===== src/ed_pkg.sv =====
// ----------------------------------------------------------------------------
// ed_pkg
// Shared types and codes for the edit distance engine.
// ----------------------------------------------------------------------------
`default_nettype none

package ed_pkg;

  // Input transaction kinds (carried in s_axis_tuser)
  localparam logic [1:0] ACT_SRC     = 2'd0;
  localparam logic [1:0] ACT_TGT     = 2'd1;
  localparam logic [1:0] ACT_COMPUTE = 2'd2;

  typedef enum logic [2:0] {
    S_IDLE,
    S_SRC_RD,
    S_CELL,
    S_ROW_END,
    S_FINISH
  } state_t;

endpackage

`default_nettype wire


===== src/edit_distance.sv =====
// ----------------------------------------------------------------------------
// edit_distance
// Levenshtein distance between two character strings, built one character
// per transaction, using one DP row held in a synchronous memory.
// ----------------------------------------------------------------------------
//
//  channel   dir  payload                               notes
//  s_axis    in   tuser[1:0] action, tdata char_code    append or compute
//  m_axis    out  tdata[6:0] distance, tuser overflow   one per compute
//
//  Appends are accepted while idle. A compute with both strings non-empty holds
//  s_axis_tready low while it fetches the first source character, then sweeps
//  the DP row memory once per source character, one cell per cycle plus a
//  row-end step to retire the row, and then loads the result. With an empty
//  string it skips the sweep and only loads the result. The load stalls while
//  an earlier result still waits in the output register; after it, loading
//  for the next run continues while the result is not taken.
//  Reset clears lengths, flags and control; the character and row memories
//  need no clearing pass.
// ----------------------------------------------------------------------------
`default_nettype none

module edit_distance #(
  parameter int MAX_LEN   = 64,
  parameter int CHAR_BITS = 16
) (
  input  wire logic        clk,
  input  wire logic        rst,
  input  wire logic        s_axis_tvalid,
  output logic             s_axis_tready,
  input  wire logic [15:0] s_axis_tdata,   // [15:0] char_code
  input  wire logic [1:0]  s_axis_tuser,   // [1:0] action
  output logic             m_axis_tvalid,
  input  wire logic        m_axis_tready,
  output logic [7:0]       m_axis_tdata,   // [6:0] distance, [7] zero
  output logic [0:0]       m_axis_tuser    // [0] overflow
);

  localparam int LW = $clog2(MAX_LEN + 1);
  localparam int AW = (MAX_LEN > 1) ? $clog2(MAX_LEN) : 1;

  ed_pkg::state_t state, state_next;

  // Memories
  logic [CHAR_BITS-1:0] src_mem [0:MAX_LEN-1];
  logic [CHAR_BITS-1:0] tgt_mem [0:MAX_LEN-1];
  logic [LW-1:0]        dp_mem  [0:MAX_LEN-1];
  logic [CHAR_BITS-1:0] src_q;
  logic [CHAR_BITS-1:0] tgt_q;
  logic [LW-1:0]        dp_q;

  // Control / datapath registers
  logic [LW-1:0] src_len;
  logic [LW-1:0] tgt_len;
  logic          dropped;
  logic [LW-1:0] row;
  logic [LW-1:0] col_rd;
  logic [LW-1:0] col_wr;
  logic          pend;
  logic [LW-1:0] left;
  logic [LW-1:0] diag;
  logic [LW-1:0] last;
  logic          out_valid;
  logic [6:0]    out_dist;
  logic          out_ovf;

  // Control strobes
  logic accept;
  logic retire;
  logic load_out;

  // Combinational datapath
  logic [CHAR_BITS+15:0] ch_ext;
  logic [CHAR_BITS-1:0]  ch;
  logic [LW-1:0]         row_inc;
  logic [LW-1:0]         col_inc;
  logic [LW-1:0]         wr_inc;
  logic [AW-1:0]         src_raddr;
  logic [LW-1:0]         above;
  logic [LW:0]           up_c, left_c, diag_c, best;
  logic [LW-1:0]         cell_val;
  logic [LW+6:0]         last_ext;
  logic                  any_empty;
  logic [LW-1:0]         empty_dist;

  assign accept   = s_axis_tvalid && s_axis_tready;
  assign ch_ext   = {{CHAR_BITS{1'b0}}, s_axis_tdata};
  assign ch       = ch_ext[CHAR_BITS-1:0];
  assign row_inc  = row + 1'b1;
  assign col_inc  = col_rd + 1'b1;
  assign wr_inc   = col_wr + 1'b1;
  assign last_ext = {7'b0, last};

  assign any_empty  = (src_len == '0) || (tgt_len == '0);
  assign empty_dist = (src_len == '0) ? tgt_len : src_len;

  // Fetch the next row's source character while the current row retires
  assign src_raddr = (state == ed_pkg::S_ROW_END) ? row_inc[AW-1:0] : row[AW-1:0];

  // One DP cell: the first row is the identity row and is never stored
  always_comb begin
    above  = (row == '0) ? wr_inc : dp_q;
    up_c   = {1'b0, above} + 1'b1;
    left_c = {1'b0, left} + 1'b1;
    diag_c = {1'b0, diag} + {{LW{1'b0}}, (src_q != tgt_q)};
    best   = (up_c < left_c) ? up_c : left_c;
    best   = (diag_c < best) ? diag_c : best;
    cell_val = best[LW-1:0];
  end

  // Next state
  always_comb begin
    state_next = state;
    unique case (state)
      ed_pkg::S_IDLE: begin
        if (accept && (s_axis_tuser == ed_pkg::ACT_COMPUTE)) begin
          state_next = any_empty ? ed_pkg::S_FINISH : ed_pkg::S_SRC_RD;
        end
      end
      ed_pkg::S_SRC_RD: state_next = ed_pkg::S_CELL;
      ed_pkg::S_CELL: begin
        if (col_inc == tgt_len) state_next = ed_pkg::S_ROW_END;
      end
      ed_pkg::S_ROW_END: begin
        state_next = (row_inc == src_len) ? ed_pkg::S_FINISH : ed_pkg::S_CELL;
      end
      ed_pkg::S_FINISH: begin
        if (!out_valid || m_axis_tready) state_next = ed_pkg::S_IDLE;
      end
      default: state_next = ed_pkg::S_IDLE;
    endcase
  end

  // FSM outputs
  always_comb begin
    s_axis_tready = 1'b0;
    retire        = 1'b0;
    load_out      = 1'b0;
    unique case (state)
      ed_pkg::S_IDLE:    s_axis_tready = 1'b1;
      ed_pkg::S_SRC_RD:  ;
      ed_pkg::S_CELL:    retire = pend;
      ed_pkg::S_ROW_END: retire = 1'b1;
      ed_pkg::S_FINISH:  load_out = !out_valid || m_axis_tready;
      default:           ;
    endcase
  end

  always_ff @(posedge clk) begin
    if (rst) begin
      state <= ed_pkg::S_IDLE;
    end else begin
      state <= state_next;
    end
  end

  // Character memories: append writes, sweep reads
  always_ff @(posedge clk) begin
    if (accept && (s_axis_tuser == ed_pkg::ACT_SRC) && (src_len < LW'(MAX_LEN))) begin
      src_mem[src_len[AW-1:0]] <= ch;
    end
    src_q <= src_mem[src_raddr];
  end

  always_ff @(posedge clk) begin
    if (accept && (s_axis_tuser == ed_pkg::ACT_TGT) && (tgt_len < LW'(MAX_LEN))) begin
      tgt_mem[tgt_len[AW-1:0]] <= ch;
    end
    tgt_q <= tgt_mem[col_rd[AW-1:0]];
  end

  // DP row memory: read column ahead, write back the retiring cell
  always_ff @(posedge clk) begin
    if (retire) begin
      dp_mem[col_wr[AW-1:0]] <= cell_val;
    end
    dp_q <= dp_mem[col_rd[AW-1:0]];
  end

  // Lengths and drop flag
  always_ff @(posedge clk) begin
    if (rst) begin
      src_len <= '0;
      tgt_len <= '0;
      dropped <= 1'b0;
    end else if (load_out) begin
      src_len <= '0;
      tgt_len <= '0;
      dropped <= 1'b0;
    end else if (accept) begin
      unique case (s_axis_tuser)
        ed_pkg::ACT_SRC: begin
          if (src_len < LW'(MAX_LEN)) src_len <= src_len + 1'b1;
          else dropped <= 1'b1;
        end
        ed_pkg::ACT_TGT: begin
          if (tgt_len < LW'(MAX_LEN)) tgt_len <= tgt_len + 1'b1;
          else dropped <= 1'b1;
        end
        default: ;
      endcase
    end
  end

  // Sweep sequencing
  always_ff @(posedge clk) begin
    if (rst) begin
      pend <= 1'b0;
    end else begin
      unique case (state)
        ed_pkg::S_IDLE: begin
          pend   <= 1'b0;
          row    <= '0;
          col_rd <= '0;
          if (accept && (s_axis_tuser == ed_pkg::ACT_COMPUTE)) last <= empty_dist;
        end
        ed_pkg::S_SRC_RD: begin
          left   <= LW'(1);
          diag   <= '0;
          col_rd <= '0;
          pend   <= 1'b0;
        end
        ed_pkg::S_CELL: begin
          pend   <= 1'b1;
          col_wr <= col_rd;
          col_rd <= col_inc;
          if (pend) begin
            left <= cell_val;
            diag <= above;
          end
        end
        ed_pkg::S_ROW_END: begin
          // Retire the last cell and seed the next row's boundary
          last   <= cell_val;
          pend   <= 1'b0;
          col_rd <= '0;
          row    <= row_inc;
          left   <= row_inc + 1'b1;
          diag   <= row_inc;
        end
        ed_pkg::S_FINISH: ;
        default: ;
      endcase
    end
  end

  // Output register
  always_ff @(posedge clk) begin
    if (rst) begin
      out_valid <= 1'b0;
    end else if (load_out) begin
      out_valid <= 1'b1;
    end else if (m_axis_tready) begin
      out_valid <= 1'b0;
    end
    if (load_out) begin
      out_dist <= last_ext[6:0];
      out_ovf  <= dropped;
    end
  end

  assign m_axis_tvalid = out_valid;
  assign m_axis_tdata  = {1'b0, out_dist};
  assign m_axis_tuser  = out_ovf;

  // Assertions
  a_row_in_range: assert property (@(posedge clk) disable iff (rst)
    (state == ed_pkg::S_CELL || state == ed_pkg::S_ROW_END) |-> (row < src_len))
    else $error("sweep row beyond source length");

  a_col_in_range: assert property (@(posedge clk) disable iff (rst)
    (state == ed_pkg::S_CELL) |-> (col_rd < tgt_len))
    else $error("column read beyond target length");

  a_row_end_retires: assert property (@(posedge clk) disable iff (rst)
    (state == ed_pkg::S_ROW_END) |-> (pend && (col_rd == tgt_len)))
    else $error("row end without a pending cell");

  a_finish_clears: assert property (@(posedge clk) disable iff (rst)
    load_out |=> (src_len == '0 && tgt_len == '0 && !dropped && m_axis_tvalid))
    else $error("strings not cleared after result load");

  a_dist_bound: assert property (@(posedge clk) disable iff (rst)
    load_out |-> (last <= LW'(MAX_LEN)))
    else $error("distance exceeds capacity");

endmodule

`default_nettype wire

===== config.mk =====
export PLATFORM = sky130hd
export DESIGN_NAME = edit_distance
export DESIGN_NICKNAME = d
export VERILOG_FILES = /design/src/ed_pkg.sv /design/src/edit_distance.sv
export SDC_FILE = /design/constraint.sdc
export NUM_CORES = 2
export LEC_CHECK = 0
export ABC_CLOCK_PERIOD_IN_PS = 18250
export CORE_AREA = 2 2 431 433
export CTS_BUF_LIST = sky130_fd_sc_hd__clkbuf_8
export CTS_CLUSTER_DIAMETER = 40
export DETAILED_ROUTE_END_ITERATION = 6
export DIE_AREA = 0 0 433 435
export DONT_BUFFER_PORTS = 1
export PLACE_DENSITY = 0.8
export SLEW_MARGIN = 40
export SYNTH_ARGS = -nofsm -noshare
export SYNTH_HDL_FRONTEND = slang
export SYNTH_SLANG_ARGS = --single-unit

===== constraint.sdc =====
create_clock -name clk -period 18.25 [get_ports clk]
set_input_delay 1.825 -clock clk [delete_from_list [all_inputs] [get_ports clk]]
set_output_delay 1.825 -clock clk [all_outputs]
set_load 0.1 [all_outputs]

==> reports/results.tsv <==
stage	metric	value	unit
placed_design	dpl ws	10220	ps
placed_design	post-DP HPWL	129000	um
yosys	flops & latches, synth	2605	
global_route	first-pass GRT wire length	323000	um
power	worst vdd ir	0.0911	mV
critical_path	Slowest cell on crit path	mux2i_4	
timing	Final setup viols	0	
yosys	Synth Instances	4457	
placed_design	gpl congestion	0.868	
drt	DRC viols	0	
critical_path	slowest stage delay, CP	710	ps
yosys	Post-synth EDFFs	2546	
yosys	top-count cell post-synth	edfxtp_1	
critical_path	R2R setup slack	10180	ps
cts	clk slew on worst S/H paths	60	ps
outcome	status	finished, final reports clean	
critical_path	Worst setup EP type	flip-flop	
drt	via/cell ratio	6.32	
yosys	share of the synthesized area in the top cell type	0.760	
yosys	Syn Area/Cell	22.6	um^2
timing	Worst-Margin Slew	896	ps
floorplan	I/O pin count	33	
critical_path	Worst EP arrival	8850	ps
power	Leak Pwr	35.5	nW
hold_path	hold path startpoint	pend	
hold_path	hold crit path type	flip-flop to flip-flop	
drt	via count	48000	
cts	CTS buffer count	404	
floorplan	die span in y	435	um
critical_path	CP delay by family, top	compound AO/OA/AOI/OAI gates	
global_route	largest net degree at the start of global routing	129	
timing	Worst Skew	84.8	ps
placed_design	I/O Buffers	0	
drt	final wirelength	220000	um
flow_run	Max-Cap Viols	0	
drt	Iter 0 DRT Violations	6312	
timing	fin crit share	0.442	
cts	CTS tree	done	
yosys	fraction of registers with async set/reset	0	
timing	Slew Viols, Final	0	
final_layout	area grow syn2layout	11.2	%
global_route	gr ovfl total	0	
final_layout	Final nets	4859	
yosys	most frequent cells after synthesis	edfxtp_1 (2546), mux4_2 (739), nor2_1 (256), clkbuf_1 (155), mux2i_1 (84)	
final_layout	final instance area	0.112	mm^2
timing	Hold Violations, Final	0	
timing	fmax	124	MHz
critical_path	CP Data Required Time	19030	ps
cts	Resize count post-CTS	0	
cts	CTS HTree Levels	5	
floorplan	full die area	0.188	mm^2
floorplan	Core Area	0.184	mm^2
cts	clk root buf	clkbuf_8	
cts	Max clock buf depth	4	
yosys	Yosys cell types	59	
power	Tot Pwr	11.8	mW
yosys	largest cells by area after synthesis	edfxtp_1 (76%), mux4_2 (17%), dfxtp_1 (1.2%)	
critical_path	Critical path buffers and inverters	5	
cts	# Post-CTS Setup Buffers	0	
critical_path	CP Max Fanout	44	
power	power per cell area	106	mW/mm^2
timing	Setup WS post-layout	10180	ps
global_route	initial antenna violation count	5	
yosys	largest area contributor in the netlist	edfxtp_1	
yosys	Post-synth top flop	edfxtp_1	
global_route	GRT Total Usage	0.235	
drt	ANT nets after route	0	
floorplan	Die X	433	um
timing	setup TNS	0	ps
yosys	syn nets	4509	
cts	CTS Sinks	2605	
drt	Detailed Routing Iterations Pass 1	6	
global_route	vias in the first global route	48400	
critical_path	launching point of the worst reg2reg path	row[0]	
yosys	part of the Yosys area used for sequential elements	0.771	
drt	wire per inst	29.0	um
yosys	Post-Syn Area	0.101	mm^2
floorplan	initial core utilization	0.547	
final_layout	share of cells above drive strength 1	0.284	
timing	Final min period	8070	ps
critical_path	kind of critical path	flip-flop to flip-flop	
critical_path	most used cell, CP	ha_1	
floorplan	Rows	158	
cts	Clock Latency Late Sink	1060	ps
cts	cts hold-fix bufs	0	
critical_path	CP startpoint kind	flip-flop	
timing	relative slew slack	0.399	
yosys	Yosys warning total	0	
placed_design	Area after DPL	0.105	mm^2
timing	RSZ-0062 raised after global routing	false	
critical_path	crit path launch	row[0]	
[metal layers]
layer	share of wire	up-vias	track usage
met5	0.000045	-	0
met4	0.034	2	0.0808
met3	0.096	478	0.0516
met2	0.49	2825	0.368
met1	0.38	25200	0.331
li1	-	19500	-
[report_power, final]
part	leakage, nW	switching (mW)	internal (mW)
Clock	4.21	2.15	2.26
Sequential	23.4	0.0221	6.71
Combinational	7.92	0.422	0.280
[metrics by stage]
stage	utilization	hold WS [ps]	instances
floorplan	-	400	4457
global placement	0.566	512	6866
detailed placement	0.568	515	6879
CTS	0.608	525	7586
global route	0.608	528	7593
finish	0.608	530	7597
[cell type report]
class / count / area [um^2]
diodes: 9 / 22.5
clock buffers: 420 / 5780
clock inverters: 287 / 1430
fillers: 12100 / 72100
inverters: 35 / 141
multi-input cells: 1583 / 22200
flip-flops and latches: 2605 / 77600
well taps: 2480 / 3100
repair buffers: 178 / 1670
[cell families (layout without fill, tap and decap cells)]
group,count (synthesis),count (layout),synth area share
compound gates,172,172,0.0115
xor+xnor,74,74,0.00644
fa+ha+maj,30,30,0.00373
buf+inv,269,920,0.0105
flops,2605,2605,0.771
mux,829,829,0.174
other cells,1,10,0.0000373
simple gates,477,477,0.0221
[placed cells by master (no fill, tap or decap), types with 28 or more instances in the layout]
master / synthesis / layout
a21oi_1: 37 / 35
a22oi_1: 51 / 51
buf_4: 1 / 143
clkbuf_8: 0 / 420
clkinv_1: 0 / 99
clkinv_2: 0 / 33
dfxtp_1: 59 / 58
edfxtp_1: 2546 / 2546
ha_1: 30 / 29
inv_1: 34 / 166
mux2i_1: 84 / 81
mux4_2: 739 / 739
nand2_1: 53 / 53
nand3_1: 29 / 28
nor2_1: 256 / 231
o22ai_1: 43 / 43
xor2_1: 50 / 49
[state kept, by name (all words and copies together), names as in the netlist, 16 cells and up]
name,cells
src_mem,1024
tgt_mem,1024
dp_mem,448
src_q,16
tgt_q,16
[worst min-delay path, stage by stage, from the launching register on]
cell and delay (ps):
dfxtp_1 330, nor2b_1 110, nor3_1 50
[path summary, 6_finish.rpt]
path,to,cells past startpoint
min reg2reg,pend,2
max,dp_mem[36][3],27
min,pend,2
max reg2reg,dp_mem[36][3],27
Note: power is estimated with default switching activity, not from simulation.
